===== src/hw/rtl/spim_pkg.sv =====
// Shared types and constants for the sorted point table with tolerance merge.
// Used by spim_cell, spim_pick and sorted_point_insert_with_merge.
package spim_pkg;

	localparam int TABLE_DEPTH = 64;
	localparam int IDX_W       = (TABLE_DEPTH > 1) ? $clog2(TABLE_DEPTH) : 1;
	localparam int CNT_W       = $clog2(TABLE_DEPTH + 1);
	localparam int WIDE_W      = (CNT_W > 7) ? CNT_W : 7;
	localparam int VAL_W       = 32;
	localparam int TOL_W       = 16;
	localparam int OUT_W       = 7;

	typedef struct packed {
		logic signed [VAL_W-1:0] param;
		logic signed [VAL_W-1:0] x;
		logic signed [VAL_W-1:0] y;
		logic signed [VAL_W-1:0] z;
	} entry_t;

	typedef struct packed {
		logic load_new;
		logic load_left;
	} cell_ctl_t;

	typedef enum logic {
		ST_IDLE,
		ST_UPDATE
	} state_t;

endpackage


===== src/hw/rtl/spim_pick.sv =====
// First-hit search over the row of compare flags: log-depth prefix OR,
// one-hot of the first hit and its binary index. Depends on spim_pkg.
module spim_pick
	import spim_pkg::*;
(
	input  logic [TABLE_DEPTH-1:0] ge_vec,
	output logic [TABLE_DEPTH-1:0] past_first,
	output logic [TABLE_DEPTH-1:0] first,
	output logic                   found,
	output logic [IDX_W-1:0]       hit_idx
);

	logic [TABLE_DEPTH-1:0] incl;

	always_comb begin
		incl = ge_vec;
		for (int s = 0; s < IDX_W; s++) begin
			incl = incl | (incl << (1 << s));
		end
		past_first = incl << 1;
		first      = ge_vec & ~past_first;
		found      = |ge_vec;
	end

	always_comb begin
		hit_idx = '0;
		for (int b = 0; b < IDX_W; b++) begin
			for (int j = 0; j < TABLE_DEPTH; j++) begin
				if (((j >> b) & 1) == 1) begin
					hit_idx[b] = hit_idx[b] | first[j];
				end
			end
		end
	end

endmodule

===== config.mk =====
export PLATFORM = sky130hd
export DESIGN_NAME = spim_pick
export DESIGN_NICKNAME = d
export VERILOG_FILES = /design/src/hw/rtl/spim_pkg.sv /design/src/hw/rtl/spim_pick.sv
export SDC_FILE = /design/constraint.sdc
export NUM_CORES = 1
export LEC_CHECK = 0
export ABC_AREA = 1
export ABC_CLOCK_PERIOD_IN_PS = 1800
export BUFFER_PORTS_ARGS = -buffer_cell sky130_fd_sc_hd__buf_2
export CAP_MARGIN = 15
export CORE_ASPECT_RATIO = 0.9
export CORE_UTILIZATION = 39
export DETAILED_ROUTE_END_ITERATION = 10
export GPL_ROUTABILITY_DRIVEN = 0
export GPL_TIMING_DRIVEN = 0
export PLACE_DENSITY_LB_ADDON = 0.1
export REMOVE_ABC_BUFFERS = 1
export SLEW_MARGIN = 20
export SYNTH_ARGS = -nofsm -noshare
export SYNTH_HDL_FRONTEND = slang
export SYNTH_SLANG_ARGS = --single-unit

===== constraint.sdc =====
create_clock -name vclk -period 1.8
set_input_delay 0.36 -clock vclk [all_inputs]
set_output_delay 0.36 -clock vclk [all_outputs]
set_load 0.02 [all_outputs]

==> impl_metrics.ini, run 1 <==
[run_status]
status = stopped before the end
lastStage = 5_1_grt
error_line = [ERROR GRT-0232] Routing congestion too high. Check the congestion heatmap in the GUI.

[logic_synthesis]
ys_seq_area_frac = 0
yosysWarnings = 0
synth_cells = 620
synth_common_cells = nand2_1 (165), nor2_1 (156), inv_1 (145)
avgSynthCellArea_sq_um = 4.426
yosysUniqueCellTypes = 23
ys_top_cells_by_area = nand2_1 (23%), nor2_1 (21%), inv_1 (20%)
synth_top_area_frac = 0.2257
synthMostInstantiatedCell = nand2_1
yosysTopAreaCell = nand2_1
syn_area_sq_um = 2744

[place]
post_dp_cell_area_sq_um = 3825
dp.cells = 905
io_buffers = 198
dp_hpwl_mm = 11.54

[floorplanning]
dieWidth_um = 90.42
die_y_um = 81.58
num_rows = 28
initial_core_util = 0.4101
ios = 199

[sta]
postGrtWorstEndpoint = hit_idx[2]
endpoint_type = top-level output

[cts]
cts_hold_buf = 0

[global_routing]
grt_max_degree = 8
grt_overflow_total = 342
track_usage = 0.8643
## stage by stage
step                      hold slack [ns]    util  worst slack (ns)
after floorplan                    0.7200       -           -0.5157
after global placement              1.033  0.5716           -0.6308
after detailed placement            1.038  0.5716           -0.7060
after CTS                           1.043  0.8033           -0.5198
## kinds of logic after synthesis
kind of cell           Yosys count  share of synthesized area
AO/OA/AOI/OAI                    5                    0.01049
AND/OR/NAND/NOR                458                     0.7706
other                            1                   0.001367
buffers and inverters          156                     0.2175
## per-layer routing
metal,GRT overflow,track usage
met5,0,0.09722
met4,109,1.098
met3,2,0.6667
met2,219,1.158
met1,12,0.7522
## timing repair
item                       in CTS
setup endpoints to repair     102
setup buffers                  56
gates cloned                    0
pin swaps                      62
resized for setup             353
==> run 2, diff against run 1 <==
- ABC_CLOCK_PERIOD_IN_PS: 1800 -> 2300
- CORE_ASPECT_RATIO: 0.9 -> unset
- CORE_UTILIZATION: 39 -> 40
- PLACE_DENSITY_LB_ADDON: 0.1 -> 0.15
- clock period: 1.8 -> 2.3 ns (I/O delays scaled with it)
==> run 2 against run 1 <==
Net effect:
- the flow now finishes, with violations (DRC, setup timing)
- area after synthesis is the same
- synthesized cell count is the same
==> impl_metrics.ini, run 2 <==
[route]
viasPerCell = 5.354
ant_nets = 0
wl_per_cell_um = 15.48
drt_iter0_drc = 494
drc = 14
vias = 4952
routed_wl_mm = 14.32
firstDrtPassIters = 10

[logic_synthesis]
yosysUniqueCellTypes = 23
synth_common_cells = nand2_1 (165), nor2_1 (156), inv_1 (145)
ys_seq_area_frac = 0
syn_area_sq_um = 2744
synth_cells = 620
ys_top_cells_by_area = nand2_1 (23%), nor2_1 (21%), inv_1 (20%)
yosysWarnings = 0
synth_top_area_frac = 0.2257
avgSynthCellArea_sq_um = 4.426
yosysTopAreaCell = nand2_1
synthMostInstantiatedCell = nand2_1

[place]
io_buffers = 198
dp_hpwl_mm = 11.39
post_dp_cell_area_sq_um = 3809

[floorplanning]
die_area_sq_um = 7195
dieWidth_um = 84.83
core_area_sq_um = 6495
num_rows = 29
initial_core_util = 0.4225
ios = 199
die_y_um = 84.83

[finish]
design_area_sq_um = 4711
drive_above_1_share = 0.4587
nets = 914
most-common-layout-cells = buf_2 (176), nand2_1 (148), inv_1 (135)
n_clock_buffer = 0
seq_area_sq_um = 0
nFlopsAndLatches = 0
utilization = 0.7253
filler_cell_count = 596
final_common_cell = buf_2
area_growth_pct = 71.68
num_antenna_cells = 0

[sta]
grt_setup_unrepaired = yes
final_hold_viol_count = 0
period_share = 1.116
holdWs_ns = 1.248
setup-violations-final = 20
min_period_ns = 2.567
finalWorstSetupSlack_ns = -0.2668
slew_violations = 0
final.setup.tns_ns = -2.711
fmax_mhz = 389.6

[power]
clockPowerShare = 0
power_mw = 0.3144
seqPwrFrac = 0
ir_drop_uv = 42.04
power_leakage_nw = 2.953
p_sw_frac = 0.6578
power.internal_mw = 0.1076
p_sw_mw = 0.2068
comb_power_share = 1.000
p_per_area_nw_per_um2 = 66.74

[critical_path]
cp.arrival_ns = 2.11
startpoint_type = input pin
crit_end = hit_idx[3]
crit_fanout = 6
worstSetupStartpoint = ge_vec[1]
cp_data_required_time_ns = 1.84
path_class = in2out
end_kind = output port

[global_routing]
grt_pass1_vias = 4369
antenna_found_initial = 0
grt_overflow_total = 0
track_usage = 0.3557
grt_pass1_wl_mm = 20.51
grt_max_degree = 8

[worst_hold_path]
hold_class = in2out

[run_status]
status = complete, but fails checks
failed_checks = DRC, setup timing

[cts]
cts_hold_buf = 0

[run]
cap_violations = 0
==> run 2: how the worst min path moves through the flow <==
stage                    start            end  depth (start not counted)
floorplan            ge_vec[0]       first[0]                          0
global placement     ge_vec[0]  past_first[1]                          2
detailed placement   ge_vec[0]       first[0]                          2
CTS                  ge_vec[5]  past_first[6]                          4
global route        ge_vec[63]          found                          4
finish              ge_vec[63]          found                          4
==> run 2: cell families (layout without fill, tap and decap cells) <==
| group | Yosys count | after routing | share of synthesized area |
|---|---|---|---|
| AND/OR/NAND/NOR | 458 | 458 | 0.7706 |
| buffers and inverters | 156 | 384 | 0.2175 |
| AO/OA/AOI/OAI | 5 | 5 | 0.01049 |
| other | 1 | 1 | 0.001367 |
==> run 2: timing repair <==
action                     4_1_cts  5_1_grt
setup endpoints to repair       24       46
pin swaps                       41       39
setup buffers                   25       10
gates cloned                     0        0
gates resized for setup         88      105
==> run 2: final cells by class <==
| type | count | area, sq um | area share |
|---|---|---|---|
| Timing Repair Buffer | 231 | 1403 | 0.2977 |
| Inverter | 153 | 579.3 | 0.1230 |
| Multi-Input combinational cell | 464 | 2633 | 0.5588 |
| Tap cell | 77 | 96.34 | 0.02045 |
==> run 2: worst max-delay path, stage by stage <==
cell     delay, ns
buf_6         0.10
nor2_4        0.17
nand2_4       0.14
nor2_4        0.18
nand3_4       0.14
nor2_4        0.28
nand3_2       0.16
nand2_2       0.13
nor2_4        0.04
nand2_2       0.08
inv_2         0.04
nand3_2       0.07
buf_6         0.11
==> run 2: metrics by stage <==
step                      worst slack, ns  cells
final                             -0.2668    925
after global routing              -0.3334    925
after CTS                         -0.2017    917
after detailed placement          -0.3691    892
after global placement            -0.3445    892
after floorplan                   -0.2157    617
==> run 2: power by group through the flow <==
stage	clock network [mW]	registers, mW	logic (mW)
floorplan	0	0	0.114
global placement	0	0	0.240
detailed placement	0	0	0.242
CTS	0	0	0.276
global route	0	0	0.333
finish	0	0	0.314
==> run 2: per-layer routing <==
metal | vias up | GRT usage | wire, um
met3 | 46 | 0.03599 | 1850
met1 | 2206 | 0.4721 | 5366
met2 | 404 | 0.6127 | 6641
met4 | 0 | 0.09861 | 462
met5 | - | 0 | 0
li1 | 2296 | - | -
(Power assumes the default switching activity.)
