<file path="src/hw/rtl/spim_pkg.sv">
// Shared types and constants for the sorted point table with tolerance merge.
// Used by spim_cell, spim_pick and sorted_point_insert_with_merge.
package spim_pkg;

	localparam int TABLE_DEPTH = 64;
	localparam int IDX_W       = (TABLE_DEPTH > 1) ? $clog2(TABLE_DEPTH) : 1;
	localparam int CNT_W       = $clog2(TABLE_DEPTH + 1);
	localparam int WIDE_W      = (CNT_W > 7) ? CNT_W : 7;
	localparam int VAL_W       = 32;
	localparam int TOL_W       = 16;
	localparam int OUT_W       = 7;

	typedef struct packed {
		logic signed [VAL_W-1:0] param;
		logic signed [VAL_W-1:0] x;
		logic signed [VAL_W-1:0] y;
		logic signed [VAL_W-1:0] z;
	} entry_t;

	typedef struct packed {
		logic load_new;
		logic load_left;
	} cell_ctl_t;

	typedef enum logic {
		ST_IDLE,
		ST_UPDATE
	} state_t;

endpackage

</file>
<file path="src/hw/rtl/spim_cell.sv">
// One slot of the sorted table: holds an entry, compares it with a new parameter
// and loads either the new entry or its left neighbour. Depends on spim_pkg.
module spim_cell
	import spim_pkg::*;
(
	input  logic                    clk,
	input  logic                    arst_n,
	input  logic                    cmp_en,
	input  logic signed [VAL_W-1:0] new_param,
	input  logic        [TOL_W-1:0] tol,
	input  cell_ctl_t               ctl,
	input  entry_t                  new_entry,
	input  entry_t                  left_entry,
	input  logic                    left_valid,
	output entry_t                  entry,
	output logic                    valid,
	output logic                    ge,
	output logic                    le
);

	entry_t             entry_q;
	logic               valid_q;
	logic               ge_q;
	logic               le_q;
	logic signed [VAL_W:0] diff;
	logic signed [VAL_W:0] tol_ext;
	logic               ge_d;
	logic               le_d;

	always_comb begin
		diff    = {entry_q.param[VAL_W-1], entry_q.param} - {new_param[VAL_W-1], new_param};
		tol_ext = $signed({{(VAL_W+1-TOL_W){1'b0}}, tol});
		// an empty slot always stops the search so that appends land at the end
		ge_d    = !valid_q || (diff >= -tol_ext);
		le_d    = valid_q && (diff <= tol_ext);
	end

	always_ff @(posedge clk or negedge arst_n) begin
		if (!arst_n) begin
			valid_q <= 1'b0;
		end else if (ctl.load_new) begin
			valid_q <= 1'b1;
		end else if (ctl.load_left) begin
			valid_q <= left_valid;
		end
	end

	always_ff @(posedge clk) begin
		if (ctl.load_new) begin
			entry_q <= new_entry;
		end else if (ctl.load_left) begin
			entry_q <= left_entry;
		end
		if (cmp_en) begin
			ge_q <= ge_d;
			le_q <= le_d;
		end
	end

	assign entry = entry_q;
	assign valid = valid_q;
	assign ge    = ge_q;
	assign le    = le_q;

endmodule

</file>
<file path="config.mk">
export PLATFORM = sky130hd
export DESIGN_NAME = spim_cell
export DESIGN_NICKNAME = d
export VERILOG_FILES = /design/src/hw/rtl/spim_pkg.sv /design/src/hw/rtl/spim_cell.sv
export SDC_FILE = /design/constraint.sdc
export NUM_CORES = 1
export LEC_CHECK = 0
export BUFFER_PORTS_ARGS = -buffer_cell sky130_fd_sc_hd__buf_4
export CAP_MARGIN = 20
export CORE_AREA = 2 2 171 173
export DETAILED_ROUTE_END_ITERATION = 8
export DIE_AREA = 0 0 173 175
export SETUP_SLACK_MARGIN = 0.1
export SYNTH_ARGS = -nofsm -noshare
export SYNTH_HDL_FRONTEND = slang
export SYNTH_SLANG_ARGS = --single-unit
</file>
<file path="constraint.sdc">
create_clock -name clk -period 4.4 [get_ports clk]
set_input_delay 0.44 -clock clk [delete_from_list [all_inputs] [get_ports clk]]
set_output_delay 0.44 -clock clk [all_outputs]
set_load 0.05 [all_outputs]
</file>
==> impl_metrics.ini, run 1 <==
[pwr]
internal_power_mw = 3.17
sequentialPowerShare_pct = 31.4
power.share.clock_pct = 28.3
p_comb_share_pct = 40.3
sw_frac_of_total_pct = 37.6
powerDensity_nw_per_um2 = 373
power_mw = 5.08
p_leak_nw = 6.32
vdd_drop_max_mv = 0.221
p_sw_mw = 1.91

[yosys]
syn_inst = 726
seq_area_frac_synth_pct = 45.3
yosys-top-cells-count = 130 x edfxtp_1, 128 x mux2_2, 81 x ha_1
synth_top_area_cell = edfxtp_1
synth_edf_count = 130
synth_area_um2 = 8670
ys_warn_count = 0
synth-main-ff-cell = edfxtp_1
synth-async-reset-ratio_pct = 0.763
ys_top_cells_by_area = edfxtp_1 45%, mux2_2 17%, ha_1 12%, xnor2_1 2.8%, inv_1 2.6%
syn_avg_cell_area_um2 = 11.9
synth.distinct_cells = 54
syn-num-nets = 1118
synth_top_area_share_pct = 45.0
synth-seq-cells = 131
yosysMostFrequentCell = edfxtp_1

[run]
maxCapViolCount = 0

[global_route]
grt.overflow.total = 0
antenna_found_initial = 5
grt_max_degree = 86
grt_first_pass_wirelength_mm = 46.0
track_usage_pct = 20.2
grt_pass1_vias = 7980

[timing]
rsz0062_at_grt = yes
relSlewSlack_pct = 45.7
setup_viol = 0
hold_viol = 0
fin_crit_sh_pct = 95.9
finalClockSkew_ns = 0.00961
fmax_ghz = 0.237
fin_crit_ns = 4.22
slew_violations = 0
worst_slack_ns = 0.180
tightest_slew_ns = 0.815

[floorplan]
die-width_um = 173
io-pin-count = 441
rows = 62
coreArea_um2 = 28400
dieArea_um2 = 30300
start_util_pct = 30.6
die_y_um = 175

[clocking]
cts_num_sinks = 131
insertion_delay_ns = 0.42
clkTransAtPathRegs_ns = 0.07
cts-root-buf = clkbuf_16
cts_buffers = 17
ctsHtreeMaxLevel = 4
cts_tree = built
clock_path_buffers = 2

[placement]
placement.cell_area_um2 = 12700
dp_slack_ns = -0.0721
gp_congestion = 0.871
port_buffers = 440
dp_hpwl_mm = 26.0

[drt]
vias_per_cell = 4.69
ant_nets = 0
drtIter0Drc = 388
post-route-drc-count = 0
vias = 7565
drt_first_pass_iters = 6
routedWlPerCell_um = 19.7
wl_mm = 31.8

[setup_path]
crit_required_ns = 4.66
r2r_cells = 16
cp.arrival_ns = 4.48
r2r_setup_slack_ns = 0.18
cp_max_fo = 5
crit_path_start_kind = flop
worst-setup-path-type = flop to flop
endpoint_kind = flop

[finish]
multi_input_area_um2 = 4720
regArea_um2 = 3930
fill_cells = 2700
drive_above_1_share_pct = 56.9
nNetsFinal = 1603
syn_to_final_growth_pct = 57.0
finalInstanceArea_um2 = 13600

[hold_path]
hold_depth = 1
hold_path_class = input port to flop

[status]
outcome = finished clean
[worst paths after layout]
kind,from,endpoint
max reg2reg,entry[105],le
min reg2reg,valid,ge
min in group asynchronous,arst_n,valid
max in group asynchronous,arst_n,valid
min,cmp_en,le
max,entry[105],le
[power by group through the flow]
stage	Clock (mW)	Combinational (mW)	Sequential, mW
finish	1.43	2.05	1.60
detailed placement	0	1.96	1.62
global route	1.51	2.20	1.61
floorplan	0	0.725	2.10
CTS	1.46	1.97	1.60
global placement	0	1.95	1.62
[final cells by class]
| type | count | share of cell area (%) |
|---|---|---|
| antenna | 6 | 0.110 |
| multi-input combinational | 515 | 34.7 |
| inverter | 61 | 1.68 |
| timing repair buffer | 485 | 26.9 |
| sequential | 131 | 28.9 |
| clock buffer | 17 | 3.12 |
| tap | 384 | 3.53 |
| clock inverter | 15 | 1.15 |
[kinds of logic after synthesis]
family,count (synthesis),share of synthesized area [%]
and+or+nand+nor,134,8.28
AOI/OAI and AO/OA,132,10.5
DFF,131,45.3
muxes,128,16.6
adders and majority gates,83,12.0
buffers and inverters,80,3.46
xor gates and xnor gates,38,3.84
[what timing repair did]
action / 4_1_cts / 5_1_grt
hold buffers: 1 / 0
endpoints found under the setup margin: 1 / 2
pin swaps: 0 / 34
resized for setup: 1 / 53
hold endpoints to repair: 1 / 0
buffers inserted: 0 / 6
[cell usage in the layout (no fill, tap or decap), types with 3 or more instances in the layout]
master / count
o21ai_1: 8
inv_6: 4
nand2_1: 21
xor2_2: 3
o21bai_1: 5
and3_1: 17
inv_8: 5
o21ai_0: 13
nor3_1: 12
clkbuf_16: 17
a221o_1: 3
ha_1: 75
xnor2_1: 24
nor2_1: 19
a21oi_1: 28
mux2_2: 128
a31oi_1: 3
nand4_1: 8
nand2b_1: 8
a21o_1: 24
xor2_1: 7
buf_4: 482
o21a_1: 6
nand3_1: 11
a21oi_2: 8
and2_1: 3
nor2b_1: 8
edfxtp_1: 130
xnor2_2: 4
diode_2: 6
and4_1: 3
inv_1: 61
or3_1: 4
o211ai_1: 6
ha_4: 5
[metal layers]
metal	wire (um)	vias up	part of all wire, %	global-route usage (%)
met2	16700	224	52	35.9
met4	679	0	2.1	6.99
met1	11600	3597	36	21.5
met3	2850	30	9.0	8.29
li1	-	3714	-	-
met5	0	-	0	0
[state kept, by name (all words and copies together) (netlist names)]
signal / count
le: 1
valid: 1
entry: 128
ge: 1
[critical path, stage by stage (launching register included)]
cell	delay, ns
edfxtp_1	0.44
ha_4	0.28
and2_4	0.16
a21o_1	0.17
a221o_1	0.32
a31o_4	0.24
buf_4	0.14
xor2_2	0.15
ha_1	0.30
a21o_1	0.20
a21oi_2	0.11
o21ai_1	0.06
a21oi_1	0.13
o211ai_1	0.11
or4b_1	0.55
or4b_4	0.55
o31ai_2	0.17
[stage by stage]
| stage | setup TNS (ns) | hold slack, ns | utilization, % | instances |
|---|---|---|---|---|
| 5_1_grt | 0 | 0.204 | 47.9 | 1613 |
| 4_1_cts | 0 | 0.201 | 47.0 | 1602 |
| 3_5_place_dp | -0.106 | 0.217 | 44.9 | 1569 |
| 2_1_floorplan | 0 | 0.144 | - | 726 |
| 3_3_place_gp | -0.0227 | 0.216 | 44.9 | 1569 |
| 6_report | 0 | 0.225 | 48.0 | 1614 |
(Power assumes the default switching activity.)
==> run 2: changes to the inputs <==
- CORE_AREA: 2 2 171 173 -> 2 2 174 176
- CTS_BUF_LIST: unset -> sky130_fd_sc_hd__clkbuf_4
- DIE_AREA: 0 0 173 175 -> 0 0 176 178
==> impl_metrics.ini, run 2 (synthesis gave the netlist of run 1 again) <==
[setup_path]
crit_path_start_kind = flop
cp_slowest_cell = or4b_4
crit_required_ns = 4.80
cp.arrival_ns = 4.65
crit_path_cell_trace = ha_4 -> and2_4 -> a21o_1 -> a221o_1 -> a31o_4 -> buf_4 -> xor2_2 -> ha_1 -> a21o_1 -> a21oi_2 -> o21ai_1 -> a21oi_2 -> o211ai_1 -> or4b_1 -> or4b_4 -> o31ai_4
worst-path-buf-inv = 1
worst-setup-path-type = flop to flop
path_delay_family = compound AO/OA/AOI/OAI gates
endpoint_kind = flop
cp_max_fo = 5
max_stage_delay_ns = 0.56

[global_route]
grt_max_degree = 130
antenna_found_initial = 4
grt.overflow.total = 0
track_usage_pct = 19.2
grt_pass1_vias = 7746
grt_first_pass_wirelength_mm = 44.9

[drt]
wl_mm = 31.8
drt_first_pass_iters = 4
routedWlPerCell_um = 19.6
post-route-drc-count = 0
drtIter0Drc = 345
vias = 7584
vias_per_cell = 4.68
ant_nets = 0

[clocking]
cts_num_sinks = 131
cts-root-buf = clkbuf_4
cts_buffers = 17
insertion_delay_ns = 0.54
cts_tree = built
ctsHtreeMaxLevel = 4
clock_path_buffers = 2
clkTransAtPathRegs_ns = 0.17

[finish]
final_common_cell = buf_4
fill_cells = 2823
finalInstanceArea_um2 = 13400
drive_above_1_share_pct = 57.9
nNetsFinal = 1607
largest_reg_flops = 128
syn_to_final_growth_pct = 54.6
layout_common_cells = 485 x buf_4, 130 x edfxtp_1, 128 x mux2_2, 73 x ha_1, 60 x inv_1

[floorplan]
dieArea_um2 = 31300
start_util_pct = 29.5
rows = 63
coreArea_um2 = 29400
io-pin-count = 441
die-width_um = 176
die_y_um = 178

[pwr]
p_leak_nw = 6.20
powerDensity_nw_per_um2 = 336
power_mw = 4.50
vdd_drop_max_mv = 0.171

[timing]
setup_tns_ns = 0
finalClockSkew_ns = 0.0406
fin_crit_ns = 4.25
tightest_slew_ns = 0.868
hold_viol = 0
fmax_ghz = 0.235
worst_slack_ns = 0.146
slew_violations = 0
setup_viol = 0
rsz0062_at_grt = yes
relSlewSlack_pct = 42.1
fin_crit_sh_pct = 96.7

[hold_path]
hold_path_class = input port to flop

[placement]
dp_hpwl_mm = 26.1
placement.cell_area_um2 = 12700
gp_congestion = 0.852
port_buffers = 440
dp_slack_ns = -0.105

[status]
outcome = finished clean

[run]
maxCapViolCount = 0
==> run 2: changes by cell type in the layout (fill, tap and decap cells not counted), sizes merged <==
cell and delta:
diode -2, clkinv -3, clkinvlp +1, inv +2, buf +4
==> run 2: path summary, 6_finish.rpt <==
| check | start | endpoint | cells past startpoint | slack, ns |
|---|---|---|---|---|
| setup / recovery | entry[104] | le | 16 | 0.15 |
| hold / removal | cmp_en | ge | 1 | 0.09 |
| setup reg to reg | entry[104] | le | 16 | 0.15 |
| hold reg to reg | valid | ge | 1 | 0.74 |
| max in group asynchronous | arst_n | valid | 2 | 4.14 |
| min in group asynchronous | arst_n | valid | 2 | 0.18 |
==> run 2: per-layer routing <==
metal | share of wire (%) | wire length [um] | global-route usage [%]
met4 | 2.0 | 640 | 6.16
met5 | 0 | 0 | 0
met1 | 38 | 12000 | 21.4
met3 | 7.8 | 2470 | 7.03
met2 | 53 | 16700 | 34.1
==> run 2: worst register-to-register path: cells and delay by family, from the launching register on <==
kind / cells / cell delay, ns
AO/OA/AOI/OAI: 9 / 1.54
XOR/XNOR: 1 / 0.14
adder cells (fa/ha/maj): 2 / 0.59
buffers and inverters: 1 / 0.14
flip-flops: 1 / 0.50
AND/OR/NAND/NOR: 3 / 1.22
==> run 2: power by group <==
group          switching [mW]  total (mW)  internal (mW)
clock                   0.580       0.832          0.252
combinational            1.18        2.08          0.894
sequential             0.0610        1.59           1.53
total                    1.82        4.50           2.68
==> run 2: timing repair <==
item                                    CTS  global route
pin swaps                                 2            52
hold buffers                              1             0
endpoints found under the setup margin    2             2
gates resized for setup                   2            62
hold endpoints to repair                  1             0
buffers inserted                          3             9
==> run 2: per-stage QoR <==
| step | util, % | cells | hold WS [ns] |
|---|---|---|---|
| final | 45.6 | 1622 | 0.0910 |
| after global placement | 43.3 | 1573 | 0.216 |
| after floorplan | - | 726 | 0.144 |
| after CTS | 44.4 | 1609 | 0.0276 |
| after detailed placement | 43.3 | 1573 | 0.218 |
| after global routing | 45.6 | 1622 | 0.0335 |
==> run 2: cell type report <==
type / count / area [um^2] / share of cell area, %
Multi-Input combinational cell: 515 / 4790 / 35.7
Sequential cell: 131 / 3930 / 29.3
Timing Repair Buffer: 489 / 3700 / 27.6
Tap cell: 390 / 488 / 3.64
Inverter: 61 / 229 / 1.71
Clock inverter: 15 / 136 / 1.02
Clock buffer: 17 / 128 / 0.952
Antenna cell: 4 / 10.0 / 0.0746
